--- src/rtl/srec_pkg.sv ---
`timescale 1ns / 1ps

package srec_pkg;

  // Characters the parser looks for
  localparam logic [7:0] CHAR_S  = 8'h53;
  localparam logic [7:0] CHAR_CR = 8'h0D;
  localparam logic [7:0] CHAR_LF = 8'h0A;

  localparam logic [7:0]  CSUM_GOOD = 8'hFF;
  localparam int          POS_W     = 10;
  localparam logic [9:0]  POS_MAX   = 10'd1023;
  localparam logic [15:0] LINE_MAX  = 16'hFFFF;

  // Configuration register indexes
  localparam int         CFG_IDX_W       = 1;
  localparam logic [0:0] CFG_REQ_HEADER  = 1'd0;
  localparam logic [0:0] CFG_ACCEPT_LOWER = 1'd1;

  // Result kinds
  localparam logic KIND_DATA   = 1'b0;
  localparam logic KIND_STATUS = 1'b1;

  typedef enum logic [3:0] {
    ST_OK        = 4'd0,
    ST_S0        = 4'd1,
    ST_S5S6      = 4'd2,
    ST_S7S9      = 4'd3,
    ST_EMPTY     = 4'd4,
    ST_NO_HEADER = 4'd5,
    ST_NOT_S     = 4'd6,
    ST_NONHEX    = 4'd7,
    ST_LOWER     = 4'd8,
    ST_BAD_TYPE  = 4'd9,
    ST_SHORT     = 4'd10,
    ST_SPACE     = 4'd11,
    ST_LONG      = 4'd12,
    ST_CHECKSUM  = 4'd13,
    ST_COUNT_LOW = 4'd14
  } srec_status_t;

  typedef struct packed {
    logic         kind;
    srec_status_t line_status;
    logic [3:0]   record_type;
    logic [31:0]  address;
    logic [7:0]   data_byte;
    logic [7:0]   data_count;
    logic [15:0]  line_number;
    logic         file_error;
    logic         stopped;
  } srec_result_t;

endpackage

--- src/rtl/srec_in_if.sv ---
`timescale 1ns / 1ps

interface srec_in_if;
  logic       valid;
  logic       ready;
  logic [7:0] char_in;

  modport source (output valid, output char_in, input ready);
  modport sink   (input valid, input char_in, output ready);
endinterface

--- src/rtl/srec_out_if.sv ---
`timescale 1ns / 1ps

interface srec_out_if;
  logic        valid;
  logic        ready;
  logic        kind;
  logic [3:0]  line_status;
  logic [3:0]  record_type;
  logic [31:0] address;
  logic [7:0]  data_byte;
  logic [7:0]  data_count;
  logic [15:0] line_number;
  logic        file_error;
  logic        stopped;

  modport source (output valid, output kind, output line_status, output record_type,
                  output address, output data_byte, output data_count,
                  output line_number, output file_error, output stopped, input ready);
  modport sink   (input valid, input kind, input line_status, input record_type,
                  input address, input data_byte, input data_count,
                  input line_number, input file_error, input stopped, output ready);
endinterface

--- src/rtl/srec_in_reg.sv ---
`timescale 1ns / 1ps

// Input register: captures one character and holds it until the core moves on.
module srec_in_reg (
  input  logic       clk,
  input  logic       rst_n,
  srec_in_if.sink    in_ch,
  input  logic       advance,
  output logic       chr_valid,
  output logic [7:0] chr
);

  logic       valid_r;
  logic [7:0] chr_r;
  logic       take;

  assign in_ch.ready = !valid_r || advance;
  assign take        = in_ch.valid && in_ch.ready;

  always_ff @(posedge clk) begin
    if (!rst_n) begin
      valid_r <= 1'b0;
    end else if (take) begin
      valid_r <= 1'b1;
    end else if (advance) begin
      valid_r <= 1'b0;
    end
  end

  always_ff @(posedge clk) begin
    if (take) begin
      chr_r <= in_ch.char_in;
    end
  end

  assign chr_valid = valid_r;
  assign chr       = chr_r;

endmodule

--- src/rtl/srec_out_reg.sv ---
`timescale 1ns / 1ps

// Result register: holds one result until the receiver takes it.
module srec_out_reg (
  input  logic                  clk,
  input  logic                  rst_n,
  input  logic                  res_valid,
  input  srec_pkg::srec_result_t res,
  output logic                  advance,
  srec_out_if.source            out_ch
);

  logic                   valid_r;
  srec_pkg::srec_result_t res_r;

  assign advance = !valid_r || out_ch.ready;

  always_ff @(posedge clk) begin
    if (!rst_n) begin
      valid_r <= 1'b0;
    end else if (advance) begin
      valid_r <= res_valid;
    end
  end

  always_ff @(posedge clk) begin
    if (advance && res_valid) begin
      res_r <= res;
    end
  end

  assign out_ch.valid       = valid_r;
  assign out_ch.kind        = res_r.kind;
  assign out_ch.line_status = res_r.line_status;
  assign out_ch.record_type = res_r.record_type;
  assign out_ch.address     = res_r.address;
  assign out_ch.data_byte   = res_r.data_byte;
  assign out_ch.data_count  = res_r.data_count;
  assign out_ch.line_number = res_r.line_number;
  assign out_ch.file_error  = res_r.file_error;
  assign out_ch.stopped     = res_r.stopped;

endmodule

--- src/rtl/srec_parse_core.sv ---
`timescale 1ns / 1ps

// Per-character parse: running line state, configuration and result build.
module srec_parse_core (
  input  logic                   clk,
  input  logic                   rst_n,
  input  logic                   cfg_we,
  input  logic [srec_pkg::CFG_IDX_W-1:0] cfg_index,
  input  logic                   cfg_data,
  input  logic                   fire,
  input  logic [7:0]             chr,
  output logic                   res_valid,
  output srec_pkg::srec_result_t res
);

  logic        req_hdr_r, acc_lower_r;
  logic [9:0]  pos_r, pos_nxt;
  logic [3:0]  td_r, td_nxt;
  logic [7:0]  bc_r, bc_nxt;
  logic [3:0]  hn_r, hn_nxt;
  logic [31:0] addr_r, addr_nxt;
  logic [7:0]  csum_r, csum_nxt;
  logic [7:0]  doff_r, doff_nxt;
  logic [3:0]  pe_r, pe_nxt;
  logic [15:0] lc_r, lc_nxt;
  logic        fe_r, fe_nxt;
  logic        halted_r, halted_nxt;
  logic        first_s_r, first_s_nxt;
  logic        type_ok_r, type_ok_nxt;
  logic        after_cr_r, after_cr_nxt;

  logic                  is_cr, is_lf, hex, lower;
  logic [3:0]            val;
  logic [15:0]           lc_new;
  logic                  type_ok_new;
  logic [3:0]            td_new;
  logic                  data_new, data_eol;
  logic                  hdr_fault_chr, hdr_fault_eol;
  logic                  skip_check;
  logic [3:0]            pe_new;
  logic [4:0]            abytes;
  logic [9:0]            len_need;
  logic [9:0]            pos_m2;
  logic [8:0]            slot;
  logic [7:0]            byte_val;
  srec_pkg::srec_status_t st;

  always_ff @(posedge clk) begin
    if (!rst_n) begin
      req_hdr_r   <= 1'b1;
      acc_lower_r <= 1'b0;
    end else if (cfg_we) begin
      case (cfg_index)
        srec_pkg::CFG_REQ_HEADER:   req_hdr_r   <= cfg_data;
        srec_pkg::CFG_ACCEPT_LOWER: acc_lower_r <= cfg_data;
        default: ;
      endcase
    end
  end

  always_comb begin
    is_cr = (chr == srec_pkg::CHAR_CR);
    is_lf = (chr == srec_pkg::CHAR_LF);
    hex   = 1'b0;
    lower = 1'b0;
    val   = 4'd0;
    if (chr >= 8'h30 && chr <= 8'h39) begin
      hex = 1'b1;
      val = chr[3:0];
    end else if (chr >= 8'h41 && chr <= 8'h46) begin
      hex = 1'b1;
      val = chr[3:0] + 4'd9;
    end else if (chr >= 8'h61 && chr <= 8'h66) begin
      hex   = 1'b1;
      lower = 1'b1;
      val   = chr[3:0] + 4'd9;
    end
  end

  always_comb begin
    lc_new = (pos_r == 10'd0 && lc_r != srec_pkg::LINE_MAX) ? lc_r + 16'd1 : lc_r;

    type_ok_new = (pos_r == 10'd1) ? hex : type_ok_r;
    td_new      = (pos_r == 10'd1) ? (hex ? val : 4'd0) : td_r;
    data_new    = type_ok_new && td_new >= 4'd1 && td_new <= 4'd3;
    data_eol    = type_ok_r && td_r >= 4'd1 && td_r <= 4'd3;

    hdr_fault_chr = req_hdr_r && lc_new == 16'd1 && !(type_ok_new && td_new == 4'd0);
    hdr_fault_eol = req_hdr_r && lc_new == 16'd1 && !(type_ok_r && td_r == 4'd0);

    // Record types 7 to 9 skip the character check
    skip_check = type_ok_new && td_new >= 4'd7 && td_new <= 4'd9;
    pe_new     = pe_r;
    if (!skip_check) begin
      if (!hex) begin
        pe_new = srec_pkg::ST_NONHEX;
      end else if (lower && !acc_lower_r) begin
        pe_new = srec_pkg::ST_LOWER;
      end
    end

    abytes   = {1'b0, td_r} + 5'd1;
    len_need = {1'b0, bc_r, 1'b0} + 10'd4;
    pos_m2   = pos_r - 10'd2;
    slot     = pos_m2[9:1];
    byte_val = {hn_r, val};

    // Line-end status in priority order
    st = srec_pkg::ST_OK;
    if (pos_r == 10'd0) begin
      st = srec_pkg::ST_EMPTY;
    end else if (hdr_fault_eol) begin
      st = srec_pkg::ST_NO_HEADER;
    end else if (!first_s_r) begin
      st = srec_pkg::ST_NOT_S;
    end else if (pe_r != 4'd0) begin
      st = srec_pkg::srec_status_t'(pe_r);
    end else if (!type_ok_r) begin
      st = srec_pkg::ST_BAD_TYPE;
    end else if (td_r == 4'd0) begin
      st = srec_pkg::ST_S0;
    end else if (td_r == 4'd5 || td_r == 4'd6) begin
      st = srec_pkg::ST_S5S6;
    end else if (td_r >= 4'd7 && td_r <= 4'd9) begin
      st = srec_pkg::ST_S7S9;
    end else if (td_r > 4'd3) begin
      st = srec_pkg::ST_BAD_TYPE;
    end else if (pos_r < 10'd4 || pos_r < len_need) begin
      st = srec_pkg::ST_SHORT;
    end else if (pos_r > len_need) begin
      st = srec_pkg::ST_LONG;
    end else if ({1'b0, bc_r} < {4'b0, abytes} + 9'd1) begin
      st = srec_pkg::ST_COUNT_LOW;
    end else if (csum_r != srec_pkg::CSUM_GOOD) begin
      st = srec_pkg::ST_CHECKSUM;
    end
  end

  always_comb begin
    pos_nxt      = pos_r;
    td_nxt       = td_r;
    bc_nxt       = bc_r;
    hn_nxt       = hn_r;
    addr_nxt     = addr_r;
    csum_nxt     = csum_r;
    doff_nxt     = doff_r;
    pe_nxt       = pe_r;
    lc_nxt       = lc_r;
    fe_nxt       = fe_r;
    halted_nxt   = halted_r;
    first_s_nxt  = first_s_r;
    type_ok_nxt  = type_ok_r;
    after_cr_nxt = after_cr_r;
    res_valid    = 1'b0;
    res          = '0;

    if (fire && !halted_r) begin
      if (after_cr_r && is_lf) begin
        after_cr_nxt = 1'b0;
      end else begin
        after_cr_nxt = is_cr;
        lc_nxt       = lc_new;
        if (is_cr || is_lf) begin
          fe_nxt     = fe_r || (st >= srec_pkg::ST_EMPTY);
          halted_nxt = (st == srec_pkg::ST_EMPTY) || (st == srec_pkg::ST_NO_HEADER);
          res_valid       = 1'b1;
          res.kind        = srec_pkg::KIND_STATUS;
          res.line_status = st;
          res.record_type = td_r;
          res.address     = data_eol ? addr_r : 32'd0;
          res.data_byte   = 8'd0;
          res.data_count  = (st == srec_pkg::ST_OK) ?
                            (bc_r - abytes[7:0] - 8'd1) : 8'd0;
          res.line_number = lc_new;
          res.file_error  = fe_nxt;
          res.stopped     = halted_nxt;
          pos_nxt     = '0;
          td_nxt      = '0;
          bc_nxt      = '0;
          hn_nxt      = '0;
          addr_nxt    = '0;
          csum_nxt    = '0;
          doff_nxt    = '0;
          pe_nxt      = '0;
          first_s_nxt = 1'b0;
          type_ok_nxt = 1'b0;
        end else begin
          if (pos_r == 10'd0) begin
            first_s_nxt = (chr == srec_pkg::CHAR_S);
          end else begin
            type_ok_nxt = type_ok_new;
            td_nxt      = td_new;
            pe_nxt      = pe_new;
            if (pos_r >= 10'd2) begin
              if (!pos_r[0]) begin
                hn_nxt = val;
              end else begin
                csum_nxt = csum_r + byte_val;
                if (slot == 9'd0) begin
                  bc_nxt = byte_val;
                end else if (data_new) begin
                  if (slot <= {4'b0, abytes}) begin
                    addr_nxt = {addr_r[23:0], byte_val};
                  end else if (slot < {1'b0, bc_r}) begin
                    if (first_s_r && !hdr_fault_chr && pe_new == 4'd0) begin
                      res_valid       = 1'b1;
                      res.kind        = srec_pkg::KIND_DATA;
                      res.line_status = srec_pkg::ST_OK;
                      res.record_type = td_new;
                      res.address     = addr_r + {24'd0, doff_r};
                      res.data_byte   = byte_val;
                      res.data_count  = 8'd0;
                      res.line_number = lc_new;
                      res.file_error  = fe_r;
                      res.stopped     = halted_r;
                    end
                    doff_nxt = doff_r + 8'd1;
                  end
                end
              end
            end
          end
          if (pos_r != srec_pkg::POS_MAX) begin
            pos_nxt = pos_r + 10'd1;
          end
        end
      end
    end
  end

  always_ff @(posedge clk) begin
    if (!rst_n) begin
      pos_r      <= '0;
      td_r       <= '0;
      bc_r       <= '0;
      hn_r       <= '0;
      addr_r     <= '0;
      csum_r     <= '0;
      doff_r     <= '0;
      pe_r       <= '0;
      lc_r       <= '0;
      fe_r       <= 1'b0;
      halted_r   <= 1'b0;
      first_s_r  <= 1'b0;
      type_ok_r  <= 1'b0;
      after_cr_r <= 1'b0;
    end else begin
      pos_r      <= pos_nxt;
      td_r       <= td_nxt;
      bc_r       <= bc_nxt;
      hn_r       <= hn_nxt;
      addr_r     <= addr_nxt;
      csum_r     <= csum_nxt;
      doff_r     <= doff_nxt;
      pe_r       <= pe_nxt;
      lc_r       <= lc_nxt;
      fe_r       <= fe_nxt;
      halted_r   <= halted_nxt;
      first_s_r  <= first_s_nxt;
      type_ok_r  <= type_ok_nxt;
      after_cr_r <= after_cr_nxt;
    end
  end

endmodule

--- src/rtl/srec_line_parser.sv ---
`timescale 1ns / 1ps

// S-record line parser.
// The input channel carries one ASCII character per transaction; CR or LF
// ends a line, and an LF straight after a CR belongs to the same line end.
// The result channel carries either a decoded data byte with its own
// address (kind 0) or an end-of-line status report (kind 1). A character
// gives at most one result; many give none.
// A character taken into the input register is held there, is parsed as it
// moves on into the result register, and its result, if any, is then
// offered on the result channel. One character can be taken every
// cycle, since the input register and the result register both move on
// whenever the result register is empty or being emptied.
// If the receiver stalls, the result register holds its transaction, the
// input register fills, and ready on the input side falls until the
// receiver takes the waiting result.
// Reset clears all line state, the line counter and the error and halt
// flags, and sets the configuration to require an S0 header and to reject
// lowercase hex. After an empty line or a missing header the parser halts:
// characters are still taken but ignored until the next reset.
// Configuration is written through cfg_we, cfg_index and cfg_data; the
// user must write it while the block is idle; the block does not check this.
module srec_line_parser (
  input  logic                             clk,
  input  logic                             rst_n,
  input  logic                             cfg_we,
  input  logic [srec_pkg::CFG_IDX_W-1:0]   cfg_index,
  input  logic                             cfg_data,
  srec_in_if.sink                          in_ch,
  srec_out_if.source                       out_ch
);

  logic                   advance;
  logic                   chr_valid;
  logic [7:0]             chr;
  logic                   res_valid;
  srec_pkg::srec_result_t res;

  // Input register stage
  srec_in_reg u_in_reg (
    .clk       (clk),
    .rst_n     (rst_n),
    .in_ch     (in_ch),
    .advance   (advance),
    .chr_valid (chr_valid),
    .chr       (chr)
  );

  // The parse happens as the held character moves on to the result stage
  srec_parse_core u_core (
    .clk       (clk),
    .rst_n     (rst_n),
    .cfg_we    (cfg_we),
    .cfg_index (cfg_index),
    .cfg_data  (cfg_data),
    .fire      (chr_valid && advance),
    .chr       (chr),
    .res_valid (res_valid),
    .res       (res)
  );

  // Result register, emptied by the receiver
  srec_out_reg u_out_reg (
    .clk       (clk),
    .rst_n     (rst_n),
    .res_valid (res_valid),
    .res       (res),
    .advance   (advance),
    .out_ch    (out_ch)
  );

endmodule

--- src/flat_wrapper.sv ---
// flat-port wrapper written by rule: the top's interface ports become plain ports
module srec_line_parser_flat 
  (clk, rst_n, cfg_we, cfg_index, cfg_data, in_ch_valid, in_ch_char_in, in_ch_ready, out_ch_valid, out_ch_kind, out_ch_line_status, out_ch_record_type, out_ch_address, out_ch_data_byte, out_ch_data_count, out_ch_line_number, out_ch_file_error, out_ch_stopped, out_ch_ready);
  srec_in_if in_ch_i ();
  srec_out_if out_ch_i ();
  input  logic clk;
  input  logic rst_n;
  input  logic cfg_we;
  input  logic [srec_pkg::CFG_IDX_W-1:0] cfg_index;
  input  logic cfg_data;
  input wire logic [$bits(in_ch_i.valid)-1:0] in_ch_valid;
  input wire logic [$bits(in_ch_i.char_in)-1:0] in_ch_char_in;
  output wire logic [$bits(in_ch_i.ready)-1:0] in_ch_ready;
  output wire logic [$bits(out_ch_i.valid)-1:0] out_ch_valid;
  output wire logic [$bits(out_ch_i.kind)-1:0] out_ch_kind;
  output wire logic [$bits(out_ch_i.line_status)-1:0] out_ch_line_status;
  output wire logic [$bits(out_ch_i.record_type)-1:0] out_ch_record_type;
  output wire logic [$bits(out_ch_i.address)-1:0] out_ch_address;
  output wire logic [$bits(out_ch_i.data_byte)-1:0] out_ch_data_byte;
  output wire logic [$bits(out_ch_i.data_count)-1:0] out_ch_data_count;
  output wire logic [$bits(out_ch_i.line_number)-1:0] out_ch_line_number;
  output wire logic [$bits(out_ch_i.file_error)-1:0] out_ch_file_error;
  output wire logic [$bits(out_ch_i.stopped)-1:0] out_ch_stopped;
  input wire logic [$bits(out_ch_i.ready)-1:0] out_ch_ready;
  assign in_ch_i.valid = in_ch_valid;
  assign in_ch_i.char_in = in_ch_char_in;
  assign in_ch_ready = in_ch_i.ready;
  assign out_ch_valid = out_ch_i.valid;
  assign out_ch_kind = out_ch_i.kind;
  assign out_ch_line_status = out_ch_i.line_status;
  assign out_ch_record_type = out_ch_i.record_type;
  assign out_ch_address = out_ch_i.address;
  assign out_ch_data_byte = out_ch_i.data_byte;
  assign out_ch_data_count = out_ch_i.data_count;
  assign out_ch_line_number = out_ch_i.line_number;
  assign out_ch_file_error = out_ch_i.file_error;
  assign out_ch_stopped = out_ch_i.stopped;
  assign out_ch_i.ready = out_ch_ready;
  srec_line_parser u_core (.clk(clk), .rst_n(rst_n), .cfg_we(cfg_we), .cfg_index(cfg_index), .cfg_data(cfg_data), .in_ch(in_ch_i), .out_ch(out_ch_i));
endmodule
--- config.mk ---
export PLATFORM = sky130hd
export DESIGN_NAME = srec_line_parser_flat
export DESIGN_NICKNAME = d
export VERILOG_FILES = /design/src/rtl/srec_pkg.sv /design/src/rtl/srec_in_if.sv /design/src/rtl/srec_out_if.sv /design/src/rtl/srec_in_reg.sv /design/src/rtl/srec_out_reg.sv /design/src/rtl/srec_parse_core.sv /design/src/rtl/srec_line_parser.sv /design/src/flat_wrapper.sv
export SDC_FILE = /design/constraint.sdc
export NUM_CORES = 1
export LEC_CHECK = 0
export BUFFER_PORTS_ARGS = -buffer_cell sky130_fd_sc_hd__buf_2
export CORE_MARGIN = 8
export CORE_UTILIZATION = 35
export DETAILED_ROUTE_END_ITERATION = 8
export RECOVER_POWER = 25
export SYNTH_ARGS = -nofsm -noshare
export SYNTH_HDL_FRONTEND = slang
export SYNTH_HIERARCHICAL = 1
export SYNTH_SLANG_ARGS = --single-unit
export TNS_END_PERCENT = 100
--- constraint.sdc ---
create_clock -name clk -period 5.15 [get_ports clk]
set_clock_uncertainty 0.2 [all_clocks]
set_input_delay 1.2875 -clock clk [delete_from_list [all_inputs] [get_ports clk]]
set_output_delay 1.2875 -clock clk [all_outputs]
set_load 0.03 [all_outputs]
==> impl_metrics.ini, run 1 <==
[drt]
vias = 8843
wl_per_cell_um = 17.4
viasPerCell = 5.37
firstDrtPassIters = 5
drcViolationCount = 0
route.antenna.remaining_nets = 0
drt_wl_total_um = 28600
drt_iter0_markers = 643

[power]
vdd_ir_drop_max_mv = 0.232
switching_power_mw = 0.812
internal_power_mw = 2.27
seqPwrFrac_pct = 50.5
p_comb_share_pct = 4.8
power_density_mw_per_mm2 = 250
pwr-share-clk_pct = 44.7
p_total_mw = 3.08
switching_share_pct = 26.4
p_leak_nw = 4.38

[global_routing]
grt_pass1_wl_um = 46100
grt_pass1_vias = 8548
grt_use_total_pct = 15.0
antenna_found_initial = 1
grt_start_max_net_pins = 47
grt_overflow = 0

[status]
status = finished with violations
violations = max-capacitance violations

[place]
port_buffers = 91
place_hpwl_um = 21300
pre_cts_ws_ns = 0.523
finalWeightedCongestion = 0.915

[synth]
yosysTopAreaCellShare_pct = 22.4
synth-simple-area-share_pct = 24.4
ys_top_cells_by_area = edfxtp_1 22%, dfxtp_1 19%, ha_1 7.0%
synth_xor_area_share_pct = 4.89
synth-adder-area-share_pct = 7.34
yosysWarnings = 6
async_flop_share_pct = 0
synth-main-ff-cell = dfxtp_1
synthTopCellsByCount = 133 x nor2_1, 103 x dfxtp_1, 83 x edfxtp_1
synth_cells = 1168
synthMuxAreaShare_pct = 1.28
syn_avg_cell_area_um2 = 9.51
ys_ff_latch = 186
synth_most_common_cell = nor2_1
synth_seq_area_share_pct = 41.0
synth_area_mm2 = 0.0111
synth-compound-area-share_pct = 15.8
synth_top_family_by_area = simple AND/OR/NAND/NOR gates
synth_edf_count = 83
synth_top_area_cell = edfxtp_1
synth_cell_type_count = 100

[clocking]
cts-root-buf = clkbuf_16
cts_tree = yes
hold_buffers = 0
cts_htree_levels = 4
insertion_delay_ns = 0.44
ctsResizeCount = 0
cts_setup_buffers = 0
clock-sinks = 186
cts_buffers = 17
cts_max_path_buffers = 2
cts.reportedPaths.clkPinSlew_ns = 0.08

[worst_setup_path]
crit_arrival_ns = 4.57
path_common_cell = ha_1
worst_path_max_delay_cell = buf_4
path_cells = inv_1, ha_1, or3b_2, xnor2_1, ha_1, nand4_1, nor2_1, a211oi_1, o211ai_2, o211ai_1, or2_4, a2111oi_4, nor2_4, buf_4, a21oi_1
critical_path_class = flop to flop
critPathMaxStageDelay_ns = 0.74
critPathMaxFanout = 46
critPathLaunchType = flop
required_ns = 5.10
end_kind = flop

[timing]
rsz0062_at_grt = no
fin_ws_ns = 0.524
min_period_ns = 4.63
setup_violations = 0
hold_viol = 0
setup_tns_ns = 0
tightest_slew_ns = 1.49
timing.fmax_mhz = 216
slew_headroom_pct = 0.460
maxSlewViolCount = 0
min_period_over_period_pct = 89.8

[flow_run]
max_cap_violations = 1

[final_layout]
areaGrowthSynthToFinish_pct = 11.2
postLayoutCoreUtil_pct = 39.4
nets = 1311
drive_above_1_share_pct = 12.5
diodes = 0

[floorplanning]
dieArea_mm2 = 0.0377
io_pins = 92
core.rowCount = 65
die_y_um = 194
die_x_um = 194
core_mm2 = 0.0314
initial_core_util_pct = 35.4

[hold_path]
min_path_type = flop to flop
cell usage in the layout, fill, tap and decap left out, types with 16 or more instances in the layout:
cell       Yosys  routed
nand4_1       22      22
xnor2_1       35      35
edfxtp_1      83      83
buf_2         17      24
nor3_1        27      27
o21ai_0       27      27
a22oi_1       41      41
nand3_1       53      53
dfxtp_1      103     103
ha_1          62      62
inv_1         41      42
or3_1         17      17
nor2_1       133     132
clkbuf_16      0      17
a21oi_1       55      55
nand2b_1      14      16
nand2_1       82      82
nor2_4        30      30
xor2_1        27      27
o21a_1        16      16
clkbuf_1      28      67
registers in the layout, indices dropped and copies added (netlist names), 4 cells and up:
signal                               flops
u_core/u_core/addr_r                    32
u_core/u_out_reg/out_ch.address         32
u_core/u_core/lc_r                      16
u_core/u_out_reg/out_ch.line_number     16
u_core/u_core/pos_r                     10
u_core/u_core/bc_r                       8
u_core/u_core/csum_r                     8
u_core/u_core/doff_r                     8
u_core/u_in_reg/chr                      8
u_core/u_out_reg/out_ch.data_byte        8
u_core/u_out_reg/out_ch.data_count       8
u_core/u_core/hn_r                       4
u_core/u_core/pe_r                       4
u_core/u_core/td_r                       4
u_core/u_out_reg/out_ch.line_status      4
u_core/u_out_reg/out_ch.record_type      4
layout make-up:
class	count	area [µm²]
Fill cell	3100	19000
Multi-Input combinational cell	876	6000
Inverter	44	165
Tap cell	402	503
Clock inverter	15	201
Timing Repair Buffer	107	504
Sequential cell	186	4550
Clock buffer	17	425
power by group through the flow:
stage / logic (mW) / clock network, mW / registers [mW]
2_1_floorplan: 0.115 / 0 / 1.58
3_3_place_gp: 0.148 / 0 / 1.59
3_5_place_dp: 0.148 / 0 / 1.59
4_1_cts: 0.149 / 1.41 / 1.56
5_1_grt: 0.164 / 1.47 / 1.56
6_report: 0.148 / 1.38 / 1.56
metal layers:
layer,global-route usage (%),vias up,routed length (µm)
li1,-,4352,-
met1,19.1,4203,13500
met2,24.6,243,13200
met3,3.38,43,1250
met4,5.26,2,664
met5,0,-,13
worst max-delay path, delay by kind of cell, from the launching register on:
| kind | cells | cell delay, ns |
|---|---|---|
| and+or+nand+nor | 5 | 0.98 |
| adders and majority gates | 2 | 0.53 |
| DFF | 1 | 0.45 |
| xor gates and xnor gates | 1 | 0.30 |
| AOI/OAI and AO/OA | 5 | 0.81 |
| buffers and inverters | 2 | 0.93 |
metrics by stage:
stage,cells,hold slack (ns),instance area (µm²)
after global routing,1647,0.307,12400
after global placement,1615,0.251,11800
after floorplan,1175,0.232,11100
after detailed placement,1615,0.260,11800
final,1647,0.278,12400
after CTS,1647,0.282,12500
worst paths after layout:
kind / start / to / slack, ns / cells after the start
max: u_core/u_core/pos_r[1]$_SDFFE_PN0P_ / u_core/u_out_reg/out_ch.address[7]$_DFFE_PP_ / 0.52 / 15
min: u_core/u_core/halted_r$_SDFFE_PN0P_ / u_core/u_core/halted_r$_SDFFE_PN0P_ / 0.28 / 1
max reg2reg: u_core/u_core/pos_r[1]$_SDFFE_PN0P_ / u_core/u_out_reg/out_ch.address[7]$_DFFE_PP_ / 0.52 / 15
min reg2reg: u_core/u_core/halted_r$_SDFFE_PN0P_ / u_core/u_core/halted_r$_SDFFE_PN0P_ / 0.28 / 1
logic make-up (layout without fill, tap and decap cells):
| group | Yosys count | after routing |
|---|---|---|
| muxes | 13 | 13 |
| DFF | 186 | 186 |
| and+or+nand+nor | 483 | 483 |
| AOI/OAI and AO/OA | 245 | 245 |
| xor gates and xnor gates | 62 | 62 |
| adders and majority gates | 64 | 64 |
| other | 2 | 9 |
| buffers and inverters | 113 | 183 |
(Power assumes the default switching activity.)
==> inputs of run 2 (changes only) <==
--- a/config.mk
+++ b/config.mk
@@ -11,2 +11,3 @@
 export DETAILED_ROUTE_END_ITERATION = 8
+export MAX_ROUTING_LAYER = met4
 export RECOVER_POWER = 25
==> constraint.sdc (replaced) <==
create_clock -name clk -period 5.15 [get_ports clk]
set_clock_uncertainty 0.2 [all_clocks]
set_input_delay 0.2575 -clock clk [delete_from_list [all_inputs] [get_ports clk]]
set_output_delay 0.2575 -clock clk [all_outputs]
set_load 0.03 [all_outputs]
==> run 2 against run 1 <==
The flow now finishes without violations. Wire length is 1.0% higher. Sequential cell count stayed put. Register-to-register slack worse by 0.06 ns. Worst setup slack worse by 0.065 ns. Non-clock buffer count is 15 higher. Final cell count is 0.91% higher. Clock power hardly changed. Combinational power is 7% higher. Core utilization is 0.46 points higher. Die area stayed put. Design area is 1.2% higher. Global-route usage is 0.73 points higher.
==> impl_metrics.ini, run 2 (synthesis results as in run 1) <==
[clocking]
cts_tree = yes
insertion_delay_ns = 0.43
cts.reportedPaths.clkPinSlew_ns = 0.08
cts_setup_buffers = 0
cts_max_path_buffers = 2
cts_buffers = 17
cts_htree_levels = 4
cts-root-buf = clkbuf_16
clock-sinks = 186

[timing]
tightest_slew_ns = 0.951
hold_viol = 0
slew_headroom_pct = 36.6
setup_violations = 0
min_period_ns = 4.69
setup_tns_ns = 0
rsz0062_at_grt = no
min_period_over_period_pct = 91.1
maxSlewViolCount = 0
timing.fmax_mhz = 213

[drt]
wl_per_cell_um = 17.4
drcViolationCount = 0
drt_iter0_markers = 704
firstDrtPassIters = 5
vias = 8913
drt_wl_total_um = 28900
route.antenna.remaining_nets = 0
viasPerCell = 5.36

[hold_path]
min_path_type = flop to flop

[floorplanning]
core_mm2 = 0.0314
die_y_um = 194
core.rowCount = 65
initial_core_util_pct = 35.4
dieArea_mm2 = 0.0377
die_x_um = 194
io_pins = 92

[worst_setup_path]
crit_arrival_ns = 4.59
path_cells = inv_1, ha_1, or3b_2, xnor2_1, ha_1, nand4_1, nor2_1, a211oi_1, o211ai_2, o211ai_1, or2_4, a2111oi_4, nor2_4, inv_2, and2_4, buf_12
path_common_cell = ha_1
critPathMaxFanout = 55
regToRegSetupSlack_ns = 0.46
worst_path_max_delay_cell = or3b_2
end_kind = flop
critical_path_class = flop to flop
required_ns = 5.05
critPathLaunchType = flop
critPathMaxStageDelay_ns = 0.52

[status]
status = finished clean

[power]
p_leak_nw = 4.43
switching_share_pct = 25.4
pwr-share-clk_pct = 44.5
p_comb_share_pct = 5.1
internal_power_mw = 2.30
power_density_mw_per_mm2 = 247
switching_power_mw = 0.785
seqPwrFrac_pct = 50.4
vdd_ir_drop_max_mv = 0.197

[final_layout]
nets = 1326
final_area_mm2 = 0.0125
diodes = 0
final_cell_mix = 132 x nor2_1, 103 x dfxtp_1, 83 x edfxtp_1, 82 x nand2_1, 71 x clkbuf_1
nFillCells = 3152
multi_input_area_mm2 = 0.00600
drive_above_1_share_pct = 11.9
areaGrowthSynthToFinish_pct = 12.5
regArea_mm2 = 0.00455
layout_commonest_cell = nor2_1

[flow_run]
max_cap_violations = 0

[global_routing]
grt_pass1_vias = 8627
grt_overflow = 0
antenna_found_initial = 0
grt_use_total_pct = 15.7
grt_start_max_net_pins = 80
grt_pass1_wl_um = 47200

[place]
postPlaceCellArea_mm2 = 0.0118
place_hpwl_um = 21100
port_buffers = 91
finalWeightedCongestion = 0.896
## run 2: cell count changes in the layout (fill, tap and decap cells not counted), sizes merged
cell / previous run / this run
dlygate4sd3: 0 / 18
clkbuf: 84 / 88
bufinv: 0 / 1
buf: 40 / 33
clkinv: 4 / 6
inv: 55 / 52
## run 2: area by class of cell
| type | count | area share [%] |
|---|---|---|
| multi-input cells | 876 | 48.0 |
| flip-flops and latches | 186 | 36.4 |
| repair buffers | 122 | 5.26 |
| well taps | 402 | 4.02 |
| clock buffers | 17 | 3.40 |
| clock inverters | 15 | 1.54 |
| inverters | 44 | 1.32 |
## run 2: worst max-delay path, delay by kind of cell, from the launching register on
family | cells | cell delay [ns]
xor gates and xnor gates | 1 | 0.19
and+or+nand+nor | 6 | 1.47
adders and majority gates | 2 | 0.57
DFF | 1 | 0.46
AOI/OAI and AO/OA | 4 | 0.82
buffers and inverters | 3 | 0.58
## run 2: path summary, 6_finish.rpt
path	from	end	depth (start not counted)
worst max-delay path	u_core/u_core/pos_r[1]$_SDFFE_PN0P_	u_core/u_out_reg/out_ch.data_byte[0]$_DFFE_PP_	16
worst min-delay path	u_core/u_core/halted_r$_SDFFE_PN0P_	u_core/u_core/halted_r$_SDFFE_PN0P_	1
worst max register to register	u_core/u_core/pos_r[1]$_SDFFE_PN0P_	u_core/u_out_reg/out_ch.data_byte[0]$_DFFE_PP_	16
worst min register to register	u_core/u_core/halted_r$_SDFFE_PN0P_	u_core/u_core/halted_r$_SDFFE_PN0P_	1
## run 2: metal layers
layer  global-route usage [%]  share of wire, %  vias to the layer above
met4                     4.02               1.6                        0
met1                     20.3                46                     4271
met3                     2.88               5.0                       27
met5                        -                 0                        -
li1                         -                 -                     4385
met2                     25.1                47                      230
## run 2: power by group through the flow
| stage | logic [mW] | clock network, mW | registers, mW |
|---|---|---|---|
| 3_5_place_dp | 0.147 | 0 | 1.59 |
| 5_1_grt | 0.174 | 1.46 | 1.56 |
| 4_1_cts | 0.158 | 1.41 | 1.56 |
| 2_1_floorplan | 0.115 | 0 | 1.58 |
| 6_report | 0.158 | 1.38 | 1.56 |
| 3_3_place_gp | 0.146 | 0 | 1.59 |
## run 2: timing repair
item                                   CTS  global route
hold buffers                            18             0
endpoints found under the hold margin   14             0
resized for setup                        0             0
## run 2: through the flow
step	hold WS [ns]	std cells	total power, mW	utilization, %	setup slack [ns]
after CTS	0.264	1662	3.12	40.2	0.462
after global placement	0.237	1612	1.74	37.6	0.561
after global routing	0.299	1662	3.20	39.8	0.201
after detailed placement	0.240	1612	1.74	37.6	0.485
final	0.260	1662	3.09	39.8	0.459
after floorplan	0.156	1175	1.70	-	0.646
